**config.mk**
```make
export PLATFORM = sky130hd
export DESIGN_NAME = one_euro_vector_filter
export DESIGN_NICKNAME = d
export VERILOG_FILES = /design/src/design/oef_pkg.sv /design/src/design/one_euro_vector_filter.sv /design/src/design/oef_div.sv /design/src/design/oef_dp.sv /design/src/design/oef_ctrl.sv
export SDC_FILE = /design/constraint.sdc
export NUM_CORES = 2
export LEC_CHECK = 0
export BUFFER_PORTS_ARGS = -buffer_cell sky130_fd_sc_hd__buf_2
export CAP_MARGIN = 20
export CELL_PAD_IN_SITES_DETAIL_PLACEMENT = 0
export CELL_PAD_IN_SITES_GLOBAL_PLACEMENT = 2
export CORE_ASPECT_RATIO = 0.5
export CORE_UTILIZATION = 42
export DETAILED_ROUTE_END_ITERATION = 7
export GPL_ROUTABILITY_DRIVEN = 0
export PLACE_DENSITY = 0.93
export REMOVE_ABC_BUFFERS = 1
export SETUP_SLACK_MARGIN = 0.2
export SLEW_MARGIN = 15
export SYNTH_ARGS = -nofsm -noshare
export SYNTH_HDL_FRONTEND = slang
export SYNTH_SLANG_ARGS = --single-unit
export TNS_END_PERCENT = 30
```
**constraint.sdc**
```tcl
create_clock -name clk -period 20.9 [get_ports clk]
set_input_delay 5.225 -clock clk [delete_from_list [all_inputs] [get_ports clk]]
set_output_delay 5.225 -clock clk [all_outputs]
set_load 0.1 [all_outputs]
```
**src/design/oef_pkg.sv**
```systemverilog
package oef_pkg;

  localparam int AXES_DEF   = 3;
  localparam int COORD_W    = 32;
  localparam int DIV_NW     = 49;      // dividend / quotient width of the divider
  localparam int DIV_DW     = 33;      // divisor width
  localparam int ACC_W      = 50;
  localparam int TWO_PI_Q16 = 411775;
  localparam int ONE_Q16    = 65536;

  localparam logic [1:0] REG_MIN_CUTOFF   = 2'd0;
  localparam logic [1:0] REG_CUTOFF_SLOPE = 2'd1;
  localparam logic [1:0] REG_DELTA_CUTOFF = 2'd2;

  localparam logic [31:0] RST_MIN_CUTOFF   = 32'd65536;
  localparam logic [31:0] RST_CUTOFF_SLOPE = 32'd459;
  localparam logic [31:0] RST_DELTA_CUTOFF = 32'd65536;

  typedef enum logic [4:0] {
    OP_NONE,
    OP_LOAD,
    OP_FIRST,
    OP_P_RATE,
    OP_P_CUT,
    OP_K,
    OP_ADIV,
    OP_ARATE_ST,
    OP_ALPHA_ST,
    OP_RDIV,
    OP_RZERO,
    OP_RATE_ST,
    OP_B1,
    OP_B2,
    OP_EST_ST,
    OP_CUT,
    OP_X1,
    OP_X2,
    OP_LAST_ST,
    OP_OUT
  } oef_op_t;

  typedef enum logic [4:0] {
    ST_IDLE,
    ST_FIRST,
    ST_AP,
    ST_AK,
    ST_AD,
    ST_AW,
    ST_RS,
    ST_RW,
    ST_B1,
    ST_B2,
    ST_BE,
    ST_CT,
    ST_CP,
    ST_CK,
    ST_CD,
    ST_CW,
    ST_X1,
    ST_X2,
    ST_XL,
    ST_OUT
  } oef_state_t;

  typedef struct packed {
    oef_op_t op;
  } oef_cmd_t;

  typedef struct packed {
    logic first;
    logic div_done;
    logic dt_zero;
    logic last_axis;
    logic out_free;
  } oef_stat_t;

  // Q16 division of a signed sum, truncated toward zero
  function automatic logic signed [31:0] oef_trunc16(input logic signed [ACC_W-1:0] s);
    logic signed [ACC_W-1:0] adj;
    adj = s + (s[ACC_W-1] ? ACC_W'(65535) : ACC_W'(0));
    return adj[47:16];
  endfunction

endpackage

```
**src/design/one_euro_vector_filter.sv**
```systemverilog
// One-euro adaptive smoother for an AXES-dimensional Q16.16 position.
// Input stream: one transfer per sample, in_tdata = sample per axis, then
// delta_time. Output stream: one transfer per sample, the filtered position.
// Config channel: cfg_index 0 min_cutoff, 1 cutoff_slope, 2 delta_cutoff;
// cfg_ready is always high, other indexes are dropped. Write only when idle.
// One sample is in work at a time. The first sample after reset passes
// through. Every later sample uses the shared restoring divider over 49
// bits, once for the rate alpha and twice per axis (raw rate and output
// alpha); with a zero time step the raw-rate division is skipped.
// The result sits in an output register; the next sample is accepted while
// it waits. If the receiver stalls, the finished sample after that holds in
// the datapath until the register frees, and in_tready stays low meanwhile.
// Reset (rst_n low, synchronous) restores the register defaults, drops any
// pending result and makes the next sample a pass-through again.
module one_euro_vector_filter
  import oef_pkg::*;
#(
  parameter int AXES = AXES_DEF
) (
  input  logic                clk,
  input  logic                rst_n,
  input  logic                in_tvalid,
  output logic                in_tready,
  input  logic [AXES*32+31:0] in_tdata,   // sample per axis (x, y, z...), delta_time
  output logic                out_tvalid,
  input  logic                out_tready,
  output logic [AXES*32-1:0]  out_tdata,  // filtered per axis (x, y, z...)
  input  logic                cfg_valid,
  output logic                cfg_ready,
  input  logic [1:0]          cfg_index,
  input  logic [31:0]         cfg_data
);

  oef_cmd_t  cmd;
  oef_stat_t stat;

  assign cfg_ready = 1'b1;

  oef_ctrl u_ctrl (
    .clk       (clk),
    .rst_n     (rst_n),
    .in_tvalid (in_tvalid),
    .in_tready (in_tready),
    .stat      (stat),
    .cmd       (cmd)
  );

  oef_dp #(.AXES(AXES)) u_dp (
    .clk        (clk),
    .rst_n      (rst_n),
    .in_tdata   (in_tdata),
    .cfg_valid  (cfg_valid),
    .cfg_index  (cfg_index),
    .cfg_data   (cfg_data),
    .out_tready (out_tready),
    .out_tvalid (out_tvalid),
    .out_tdata  (out_tdata),
    .cmd        (cmd),
    .stat       (stat)
  );

endmodule

```
**src/design/oef_div.sv**
```systemverilog
module oef_div
  import oef_pkg::*;
(
  input  logic              clk,
  input  logic              rst_n,
  input  logic              start,
  input  logic [DIV_NW-1:0] dividend,
  input  logic [DIV_DW-1:0] divisor,
  output logic [DIV_NW-1:0] quotient,
  output logic              done
);

  localparam int CNT_W = $clog2(DIV_NW + 1);

  logic [DIV_DW:0]     rem_r, rem_nxt;
  logic [DIV_NW-1:0]   quo_r, quo_nxt;
  logic [DIV_DW-1:0]   dvs_r;
  logic [CNT_W-1:0]    cnt_r;
  logic                busy_r, done_r;
  logic [DIV_DW:0]     rem_sh;
  logic                ge;

  // restoring division, one quotient bit per cycle
  always_comb begin
    rem_sh  = {rem_r[DIV_DW-1:0], quo_r[DIV_NW-1]};
    ge      = rem_sh >= {1'b0, dvs_r};
    rem_nxt = ge ? rem_sh - {1'b0, dvs_r} : rem_sh;
    quo_nxt = {quo_r[DIV_NW-2:0], ge};
  end

  always_ff @(posedge clk) begin
    if (!rst_n) begin
      busy_r <= 1'b0;
      done_r <= 1'b0;
      cnt_r  <= '0;
    end else begin
      done_r <= 1'b0;
      if (start) begin
        busy_r <= 1'b1;
        cnt_r  <= CNT_W'(DIV_NW);
      end else if (busy_r) begin
        cnt_r <= cnt_r - 1'b1;
        if (cnt_r == CNT_W'(1)) begin
          busy_r <= 1'b0;
          done_r <= 1'b1;
        end
      end
    end
  end

  always_ff @(posedge clk) begin
    if (start) begin
      rem_r <= '0;
      quo_r <= dividend;
      dvs_r <= divisor;
    end else if (busy_r) begin
      rem_r <= rem_nxt;
      quo_r <= quo_nxt;
    end
  end

  assign quotient = quo_r;
  assign done     = done_r;

endmodule

```
**src/design/oef_dp.sv**
```systemverilog
module oef_dp
  import oef_pkg::*;
#(
  parameter int AXES = AXES_DEF
) (
  input  logic                    clk,
  input  logic                    rst_n,
  input  logic [AXES*32+31:0]     in_tdata,
  input  logic                    cfg_valid,
  input  logic [1:0]              cfg_index,
  input  logic [31:0]             cfg_data,
  input  logic                    out_tready,
  output logic                    out_tvalid,
  output logic [AXES*32-1:0]      out_tdata,
  input  oef_cmd_t                cmd,
  output oef_stat_t               stat
);

  localparam int AX_W = (AXES > 1) ? $clog2(AXES) : 1;

  logic [31:0]               min_cut_r, slope_r, dcut_r, dt_r;
  logic signed [31:0]        x_r [AXES];
  logic signed [31:0]        last_r [AXES];
  logic signed [31:0]        est_r [AXES];
  logic                      first_r;
  logic [AX_W-1:0]           ax_r;
  logic [15:0]               arate_r, alpha_r;
  logic [31:0]               p_r, k_r, cut_r;
  logic signed [31:0]        rate_r;
  logic signed [ACC_W-1:0]   acc_r;
  logic                      sign_r;
  logic                      out_valid_r;
  logic [AXES*32-1:0]        out_data_r;

  logic signed [31:0]        x_cur, last_cur, est_cur;
  logic signed [32:0]        diff;
  logic [32:0]               mag;
  logic [31:0]               est_mag;
  logic signed [32:0]        mul_a, mul_b;
  logic signed [65:0]        prod;
  logic [31:0]               prod_sat;
  logic [48:0]               cut_sum;
  logic signed [ACC_W-1:0]   acc_sum;
  logic [DIV_NW-1:0]         div_dividend, div_q;
  logic [DIV_DW-1:0]         div_divisor;
  logic                      div_start, div_done;
  logic signed [31:0]        rate_sat;

  always_comb begin
    x_cur    = x_r[ax_r];
    last_cur = last_r[ax_r];
    est_cur  = est_r[ax_r];
    diff     = {x_cur[31], x_cur} - {last_cur[31], last_cur};
    mag      = diff[32] ? 33'(-diff) : 33'(diff);
    est_mag  = est_cur[31] ? 32'(-est_cur) : 32'(est_cur);
  end

  // one shared multiplier, operands picked per step
  always_comb begin
    mul_a = '0;
    mul_b = '0;
    unique case (cmd.op)
      OP_P_RATE: begin mul_a = {1'b0, dcut_r};  mul_b = {1'b0, dt_r}; end
      OP_P_CUT:  begin mul_a = {1'b0, cut_r};   mul_b = {1'b0, dt_r}; end
      OP_K:      begin mul_a = {1'b0, p_r};     mul_b = 33'(TWO_PI_Q16); end
      OP_B1:     begin mul_a = {17'b0, arate_r}; mul_b = {rate_r[31], rate_r}; end
      OP_B2:     begin
        mul_a = 33'(ONE_Q16) - {17'b0, arate_r};
        mul_b = {est_cur[31], est_cur};
      end
      OP_CUT:    begin mul_a = {1'b0, slope_r}; mul_b = {1'b0, est_mag}; end
      OP_X1:     begin mul_a = {17'b0, alpha_r}; mul_b = {x_cur[31], x_cur}; end
      OP_X2:     begin
        mul_a = 33'(ONE_Q16) - {17'b0, alpha_r};
        mul_b = {last_cur[31], last_cur};
      end
      default: ;
    endcase
  end

  always_comb begin
    prod     = mul_a * mul_b;
    prod_sat = (|prod[63:48]) ? 32'hFFFF_FFFF : prod[47:16];
    cut_sum  = {17'b0, min_cut_r} + {1'b0, prod[63:16]};
    acc_sum  = acc_r + $signed(prod[ACC_W-1:0]);
  end

  always_comb begin
    div_start = (cmd.op == OP_ADIV) || (cmd.op == OP_RDIV);
    if (cmd.op == OP_ADIV) begin
      div_dividend = {1'b0, k_r, 16'h0000};
      div_divisor  = {1'b0, k_r} + 33'(ONE_Q16);
    end else begin
      div_dividend = {mag, 16'h0000};
      div_divisor  = {1'b0, dt_r};
    end
  end

  oef_div u_div (
    .clk      (clk),
    .rst_n    (rst_n),
    .start    (div_start),
    .dividend (div_dividend),
    .divisor  (div_divisor),
    .quotient (div_q),
    .done     (div_done)
  );

  always_comb begin
    if (sign_r)
      rate_sat = (div_q > DIV_NW'(32'h8000_0000)) ? 32'sh8000_0000 : 32'(-div_q[31:0]);
    else
      rate_sat = (div_q > DIV_NW'(32'h7FFF_FFFF)) ? 32'sh7FFF_FFFF : 32'(div_q[31:0]);
  end

  always_ff @(posedge clk) begin
    if (!rst_n) begin
      min_cut_r   <= RST_MIN_CUTOFF;
      slope_r     <= RST_CUTOFF_SLOPE;
      dcut_r      <= RST_DELTA_CUTOFF;
      first_r     <= 1'b1;
      out_valid_r <= 1'b0;
    end else begin
      if (cfg_valid) begin
        if (cfg_index == REG_MIN_CUTOFF)   min_cut_r <= cfg_data;
        if (cfg_index == REG_CUTOFF_SLOPE) slope_r   <= cfg_data;
        if (cfg_index == REG_DELTA_CUTOFF) dcut_r    <= cfg_data;
      end
      if (cmd.op == OP_FIRST) first_r <= 1'b0;
      if (cmd.op == OP_OUT)
        out_valid_r <= 1'b1;
      else if (out_tready)
        out_valid_r <= 1'b0;
    end
  end

  always_ff @(posedge clk) begin
    unique case (cmd.op)
      OP_LOAD: begin
        for (int i = 0; i < AXES; i++) x_r[i] <= in_tdata[i*32 +: 32];
        dt_r <= in_tdata[AXES*32 +: 32];
        ax_r <= '0;
      end
      OP_FIRST: begin
        for (int i = 0; i < AXES; i++) begin
          last_r[i] <= x_r[i];
          est_r[i]  <= '0;
        end
      end
      OP_P_RATE, OP_P_CUT: p_r <= prod_sat;
      OP_K:        k_r     <= prod_sat;
      OP_ARATE_ST: arate_r <= div_q[15:0];
      OP_ALPHA_ST: alpha_r <= div_q[15:0];
      OP_RDIV:     sign_r  <= diff[32];
      OP_RZERO:    rate_r  <= '0;
      OP_RATE_ST:  rate_r  <= rate_sat;
      OP_B1, OP_X1: acc_r  <= $signed(prod[ACC_W-1:0]);
      OP_B2, OP_X2: acc_r  <= acc_sum;
      OP_EST_ST:   est_r[ax_r] <= oef_trunc16(acc_r);
      OP_CUT:      cut_r <= (|cut_sum[48:32]) ? 32'hFFFF_FFFF : cut_sum[31:0];
      OP_LAST_ST: begin
        last_r[ax_r] <= oef_trunc16(acc_r);
        ax_r         <= ax_r + 1'b1;
      end
      OP_OUT: begin
        for (int i = 0; i < AXES; i++) out_data_r[i*32 +: 32] <= last_r[i];
      end
      default: ;
    endcase
  end

  assign out_tvalid = out_valid_r;
  assign out_tdata  = out_data_r;

  always_comb begin
    stat.first     = first_r;
    stat.div_done  = div_done;
    stat.dt_zero   = (dt_r == '0);
    stat.last_axis = (ax_r == AX_W'(AXES - 1));
    stat.out_free  = !out_valid_r || out_tready;
  end

endmodule

```
**src/design/oef_ctrl.sv**
```systemverilog
module oef_ctrl
  import oef_pkg::*;
(
  input  logic      clk,
  input  logic      rst_n,
  input  logic      in_tvalid,
  output logic      in_tready,
  input  oef_stat_t stat,
  output oef_cmd_t  cmd
);

  oef_state_t state_r, state_nxt;

  always_ff @(posedge clk) begin
    if (!rst_n) state_r <= ST_IDLE;
    else        state_r <= state_nxt;
  end

  always_comb begin
    state_nxt = state_r;
    unique case (state_r)
      ST_IDLE:  if (in_tvalid) state_nxt = stat.first ? ST_FIRST : ST_AP;
      ST_FIRST: state_nxt = ST_OUT;
      ST_AP:    state_nxt = ST_AK;
      ST_AK:    state_nxt = ST_AD;
      ST_AD:    state_nxt = ST_AW;
      ST_AW:    if (stat.div_done) state_nxt = ST_RS;
      ST_RS:    state_nxt = stat.dt_zero ? ST_B1 : ST_RW;
      ST_RW:    if (stat.div_done) state_nxt = ST_B1;
      ST_B1:    state_nxt = ST_B2;
      ST_B2:    state_nxt = ST_BE;
      ST_BE:    state_nxt = ST_CT;
      ST_CT:    state_nxt = ST_CP;
      ST_CP:    state_nxt = ST_CK;
      ST_CK:    state_nxt = ST_CD;
      ST_CD:    state_nxt = ST_CW;
      ST_CW:    if (stat.div_done) state_nxt = ST_X1;
      ST_X1:    state_nxt = ST_X2;
      ST_X2:    state_nxt = ST_XL;
      ST_XL:    state_nxt = stat.last_axis ? ST_OUT : ST_RS;
      ST_OUT:   if (stat.out_free) state_nxt = ST_IDLE;
      default:  state_nxt = ST_IDLE;
    endcase
  end

  always_comb begin
    in_tready = 1'b0;
    cmd.op    = OP_NONE;
    unique case (state_r)
      ST_IDLE: begin
        in_tready = 1'b1;
        if (in_tvalid) cmd.op = OP_LOAD;
      end
      ST_FIRST: cmd.op = OP_FIRST;
      ST_AP:    cmd.op = OP_P_RATE;
      ST_AK:    cmd.op = OP_K;
      ST_AD:    cmd.op = OP_ADIV;
      ST_AW:    if (stat.div_done) cmd.op = OP_ARATE_ST;
      ST_RS:    cmd.op = stat.dt_zero ? OP_RZERO : OP_RDIV;
      ST_RW:    if (stat.div_done) cmd.op = OP_RATE_ST;
      ST_B1:    cmd.op = OP_B1;
      ST_B2:    cmd.op = OP_B2;
      ST_BE:    cmd.op = OP_EST_ST;
      ST_CT:    cmd.op = OP_CUT;
      ST_CP:    cmd.op = OP_P_CUT;
      ST_CK:    cmd.op = OP_K;
      ST_CD:    cmd.op = OP_ADIV;
      ST_CW:    if (stat.div_done) cmd.op = OP_ALPHA_ST;
      ST_X1:    cmd.op = OP_X1;
      ST_X2:    cmd.op = OP_X2;
      ST_XL:    cmd.op = OP_LAST_ST;
      ST_OUT:   if (stat.out_free) cmd.op = OP_OUT;
      default:  cmd.op = OP_NONE;
    endcase
  end

endmodule

```
* Word level (Yosys, flattened, before mapping) *
Memories as Yosys holds them, arrays and structs flattened. A register that Yosys moved wholly into a read port is not among the register bits.
Cells that the tools add are included.

storage, ports and cells
  register bits after elaboration = 471
  memory bits (writable) = 288
  bits of input ports = 167
  logic and storage cells = 178
  memories kept = 3

memory list
  name         depth  width  rd ports  clocked after memory_dff  write ports  RTL line      RTL
  u_dp.est_r   3      32     1         1                         3            oef_dp.sv:24  logic signed [31:0] est_r [AXES];
  u_dp.last_r  3      32     4         4                         3            oef_dp.sv:23  logic signed [31:0] last_r [AXES];
  u_dp.x_r     3      32     4         1                         3            oef_dp.sv:22  logic signed [31:0] x_r [AXES];

cells by class
  add/subtract/negate cells = 13
  $mul = 1
  order comparisons = 3
  eq/ne operators = 47
  multiplexer cells = 59
  bitwise gates (word level) = 2
  reduce and logical (&&, ||, !) cells = 26

operator list
  operator                  count
  $pmux W33 S8              1
  $mux W32                  8
  $pmux W33 S7              1
  $mux W49                  3
  $pmux W5 S20              1
  $pmux W50 S2              1
  $pmux W5 S18              1
  $eq A5 B4 Y1 const B      16
  $mux W33                  2
  $mul A33 B33 Y64          1
  $neg A32 Y32              2
  $pmux W32 S2              1
  $reduce_or A32 Y1         2
  $add A50 B50 Y50          1
  $add A32 B48 Y49          1
  $gt A49 B31 Y1 const B    1
  $gt A49 B32 Y1 const B    1
  $add A48 B48 Y48          1
  $eq A5 B3 Y1 const B      8
  $eq A5 B5 Y1 const B      8
  $sub A17 B16 Y18 const A  2
  $mux W5                   7
  $ge A34 B33 Y1            1
  $add A32 B17 Y33 const B  1
  32 further kinds          79

* Logic depth before layout (Yosys ltp) *
  word-level depth = 10
  mapped depth = 56

* Cells and area by module *
Synthesis repeated with hierarchy kept, for this count alone.

unflattened totals
  cell total of the unflattened synthesis = 8642
  area, all modules = 83811.6 sq um

modules (own cells, without submodules)
  module                  instances  cells each  area each (sq um)  seq. area each (sq um)
  oef_dp                  1          7897        76145.5            22811.9
  oef_div                 1          651         6930.4             3283.1
  oef_ctrl                1          92          724.4              100.1
  one_euro_vector_filter  1          2           11.3               0.0

* Worst setup path after synthesis *
No wires, ideal clock.

  kind = input to register
  from = in in_tvalid
  to = reg u_dp.ax_r[0] (enable)
  setup time = 0.343 ns
  arrival = 18.210 ns
  data required time = 20.557 ns
  setup slack = 2.347 ns
  cell stages on the path = 4
  path buffers = 0
  cell sequence = inv_1 nor4_1 nor2_1 inv_1

between the ends
  word-level cells in the longest chain between the ends = 4
  elaborated cells on any way between the ends = 5
  classes of those cells = 2 x eq/ne; 2 x mux; 1 x reduce/logical

RTL lines
  element                                       RTL line                      RTL
  start, declared                               one_euro_vector_filter.sv:22  input logic in_tvalid,
  $mux W1 (*)                                   oef_ctrl.sv:52                if (in_tvalid) cmd.op = OP_LOAD;
  $pmux W5 S18 (*)                              oef_ctrl.sv:49                unique case (state_r)
  $eq A5 B1 Y1 or $eq A5 B5 Y1 (tied branches)  oef_dp.sv:138                 unique case (cmd.op)
  $reduce_bool A2 Y1 (no line) (*)              -
  end signal, assigned                          oef_dp.sv:163                 ax_r <= ax_r + 1'b1;
  end, declared                                 oef_dp.sv:26                  logic [AX_W-1:0] ax_r;

Mark *: on every way between the ends. The rest lies on a longest branch, timed or not.
A chain may end at the register's enable or synchronous reset.

* Worst setup path in the final report *
  from = in out_tready
  to = reg u_dp.cut_r[18] (data pin)

between the ends
  word-level cells in the longest chain between the ends = 9
  elaborated cells on any way between the ends = 17
  classes of those cells = 1 x add/sub; 1 x mul; 8 x eq/ne; 4 x mux; 3 x reduce/logical

RTL lines
  element                                       RTL line                      RTL
  start, declared                               one_euro_vector_filter.sv:26  input logic out_tready,
  $logic_or A1 B1 Y1 (*)                        oef_dp.sv:180                 stat.out_free = !out_valid_r || out_tready;
  $mux W5 (*)                                   oef_ctrl.sv:72                ST_OUT: if (stat.out_free) cmd.op = OP_OUT;
  $pmux W5 S18 (*)                              oef_ctrl.sv:49
  $eq A5 B2 Y1 or $eq A5 B3 Y1 (tied branches)  oef_dp.sv:62                  unique case (cmd.op)
  $reduce_or A2 Y1 (no line)                    -
  $pmux W33 S7                                  oef_dp.sv:62
  $mul A33 B33 Y64 (*)                          oef_dp.sv:82                  prod = mul_a * mul_b;
  $add A32 B48 Y49 (*)                          oef_dp.sv:84                  cut_sum = {17'b0, min_cut_r} + {1'b0, prod[63:16]};
  $reduce_or A17 Y1                             oef_dp.sv:160                 OP_CUT: cut_r <= (|cut_sum[48:32]) ? 32'hFFFF_FFFF : cut_sum[31:0];
  end signal, assigned                          oef_dp.sv:160
  end, declared                                 oef_dp.sv:28                  logic [31:0] p_r, k_r, cut_r;

Marks and branches as above.

==> summary.txt <==
Clock network
  – Post-CTS Hold Fix Bufs: 0
  – CTS root buffer: clkbuf_16
  – TritonCTS Buffers: 95
  – PostCTS Resize Cnt: 0
  – Worst-path clk slew: 0.06 ns
  – Worst skew pair latency: 0.77 ns
  – Total clock sinks: 921
  – CTS tree: done
  – Post-CTS Setup Inserts: 0
  – Clock tree buffer depth: 3
  – Htree depth: 3

Floorplan
  – Row Count: 114
  – Die area: 199000 µm²
  – Chip Width: 630 µm
  – Ports: 266
  – Core area: 195000 µm²
  – Initial Util: 42.6%
  – Die height: 316 µm

Place
  – Placed insts: 11100
  – # port buffers: 264
  – Hpwl dp: 233 mm

Finish
  – Layout area overhead: 9.86%
  – Non-Filler Instances: 11300
  – Share of cells above drive strength 1: 9.53%
  – Commonest cells after routing, fill and taps aside: nand2_1 (1355), inv_1 (1162), fa_1 (932), edfxtp_1 (775), nor2_1 (612)
  – # nets final: 10200
  – Most common cell after layout, fill and taps aside: nand2_1

Routing
  – DR vias: 66100
  – Total routed wirelength: 304 mm
  – Post-route ant nets: 0
  – Vias per std cell: 5.85
  – Drt drc: 0
  – First-pass iteration count of the detailed router: 8
  – Initial DRC count: 7982
  – WL/cell: 26.9 µm

Timing
  – Total negative slack: 0 ns
  – Worst hold slack: 0.448 ns
  – Post-route clock skew: 0.0792 ns
  – Worst Max-Slew Pin Slew: 1.28 ns
  – Max Slew Vio Count: 0
  – Slew Limit Headroom: 14.2%
  – Final setup viols: 0
  – Hold Fails Final Rpt: 0
  – Unrepaired setup endpoints after global routing: no
  – Fin crit share: 88.4%
  – Crit path time final: 18.48 ns
  – Max Fclk: 54.1 MHz

Power and ir drop
  – P_leak: 0.0395 µW
  – Switch share: 51.0%
  – Clk pwr share: 14.0%
  – Total power: 12300 µW
  – P_sw: 6290 µW
  – Pwr/cell area: 135 nW/µm²
  – Comb pwr share: 61.9%
  – Worst VDD drop: 121 µV
  – Register share of total power: 24.0%
  – Internal Pwr Total: 6040 µW

Logic synthesis
  – Mapped Avg Cell Area: 9.80 µm²
  – Ys async rst share: 0%
  – Synthesized flop and latch total: 921
  – Synth top area cells: edfxtp_1 (28%), fa_1 (23%), ha_1 (7.0%)
  – Synth Warn #: 0
  – Post-synth top flop: edfxtp_1
  – Synth top area share: 28.1%
  – Synthesized area: 82900 µm²
  – Post-synth EDFFs: 775
  – Synth cell types: 100
  – Gate Count Post-Synth: 8456
  – Cell taking the most area after synthesis: edfxtp_1
  – Seq/Total Area, Yosys: 31.6%

Global route
  – Total grt overflow: 0
  – Pin count of the biggest net entering global routing: 97
  – Global Route Usage Sum: 30.4%
  – First-pass GRT wire length: 442 mm
  – Vias in the first global route: 64500
  – Initial antenna violation count: 21

Critical path
  – CP max-delay cell: xor2_1
  – Largest stage delay, worst path: 0.85 ns
  – Critical path origin: out_tready
  – Startpoint types: input pin
  – Crit path required time: 21.29 ns
  – CP Capture Point: u_dp.cut_r[18]
  – CP endpoint kind: register
  – Setup CP Type: in -> reg
  – FF-to-FF End: u_dp.cut_r[18]
  – Crit-path most repeated cell: fa_1
  – Register-to-Register Setup Slack: 4.18 ns
  – Critical Path AT: 18.87 ns
  – Critical path peak fanout: 32
  – Reg2reg path depth: 49

Run status
  – Status: finished clean

Run
  – Max-Cap Viols: 0

Hold path
  – Hold Crit Class: reg -> reg
==> sequential cells by signal, indices dropped and copies added, names as in the netlist, 2 cells and up, named ones only <==
register	cells
u_dp.last_r	128
u_dp.u_div.quotient	49
u_dp.dt_r	32
u_dp.slope_r	32
u_dp.cut_r	32
u_dp.acc_r	50
u_dp.x_r	96
u_dp.dcut_r	32
u_dp.k_r	32
u_dp.u_div.dvs_r	33
u_dp.arate_r	16
u_dp.p_r	32
u_dp.est_r	128
u_dp.u_div.cnt_r	6
u_ctrl.state_r	5
u_dp.rate_r	32
u_dp.ax_r	2
u_dp.u_div.rem_r	33
u_dp.alpha_r	16
u_dp.min_cut_r	32
out_tdata	96
==> stage by stage <==
step | setup slack, ns | util (%) | area (µm²)
after detailed placement | 2.28 | 45.1 | 87800
after floorplan | 2.35 | - | 81200
after global placement | 2.34 | 45.1 | 87800
after global routing | 1.85 | 46.8 | 91000
after CTS | 2.89 | 46.8 | 91000
final | 2.42 | 46.8 | 91000
==> power by group through the flow <==
stage          Combinational [µW]  Sequential [µW]  Clock, µW
2_1_floorplan                4550             2930          0
3_3_place_gp                 7250             2970          0
3_5_place_dp                 7300             2980          0
4_1_cts                      7370             2950       1740
5_1_grt                      8090             2980       1810
6_report                     7630             2960       1730
==> cell families after synthesis <==
logic type	after synthesis	share of synthesized area, %
simple gates	2692	14.4
buf+inv	1592	7.30
compound gates	1409	11.3
fa+ha+maj	1394	29.5
flops	921	31.6
xor+xnor	299	3.16
mux	148	2.75
other cells	1	0.00452
==> cells in the mapped netlist, types with 22 or more instances <==
cell type  number
nand2_1      1364
inv_1        1163
fa_1          932
edfxtp_1      775
nor2_1        619
ha_1          462
clkbuf_1      378
o21ai_0       371
a21oi_1       284
xnor2_1       163
and2_1        149
dfxtp_1       146
xor2_1        136
a21o_1        125
a21boi_0       99
nand3_1        94
mux2i_1        80
nor3_1         79
nand2b_1       70
a22oi_1        67
mux4_2         63
and3_1         62
o21a_1         48
nor2b_1        45
a221oi_1       43
nand4_1        38
a211oi_1       35
a31oi_1        34
or3_1          33
a222oi_1       30
nor4_1         30
o21bai_1       30
nand3_2        28
o211ai_1       25
a221o_1        22
==> worst max-delay path: cells and delay by family <==
kind / cells / cell delay (ns)
xor gates and xnor gates: 2 / 1.67
AOI/OAI and AO/OA: 12 / 3.13
and+or+nand+nor: 13 / 3.44
adders and majority gates: 10 / 4.87
buffers and inverters: 6 / 0.48
==> per-layer routing <==
layer	vias to the layer above	wire length (µm)	global-route usage, %	part of all wire [%]
met5	-	143	0.231	0.047
met4	20	12400	10.5	4.1
met3	583	40800	9.14	13
met2	3962	124000	43.7	41
met1	33100	126000	43.5	42
li1	28400	-	-	-
==> area by class of cell <==
type | count | area [µm²]
fill | 18400 | 104000
antenna | 10 | 25.0
tap | 2610 | 3270
clock buffer | 120 | 2540
timing repair buffer | 472 | 2900
multi-input combinational | 5943 | 51100
inverter | 1167 | 4380
clock inverter | 55 | 594
sequential | 921 | 26200
==> worst min-delay path by stage <==
| stage | depth (start not counted) | end | startpoint |
|---|---|---|---|
| CTS | 0 | out_tdata[86] | u_dp.last_r[2][22] |
| finish | 0 | out_tdata[86] | u_dp.last_r[2][22] |
| global placement | 0 | out_tdata[5] | u_dp.last_r[0][5] |
| detailed placement | 0 | out_tdata[87] | u_dp.last_r[2][23] |
| floorplan | 0 | out_tdata[64] | u_dp.last_r[2][0] |
| global route | 0 | out_tdata[25] | u_dp.last_r[0][25] |
Power figures use the tool's default switching activity.
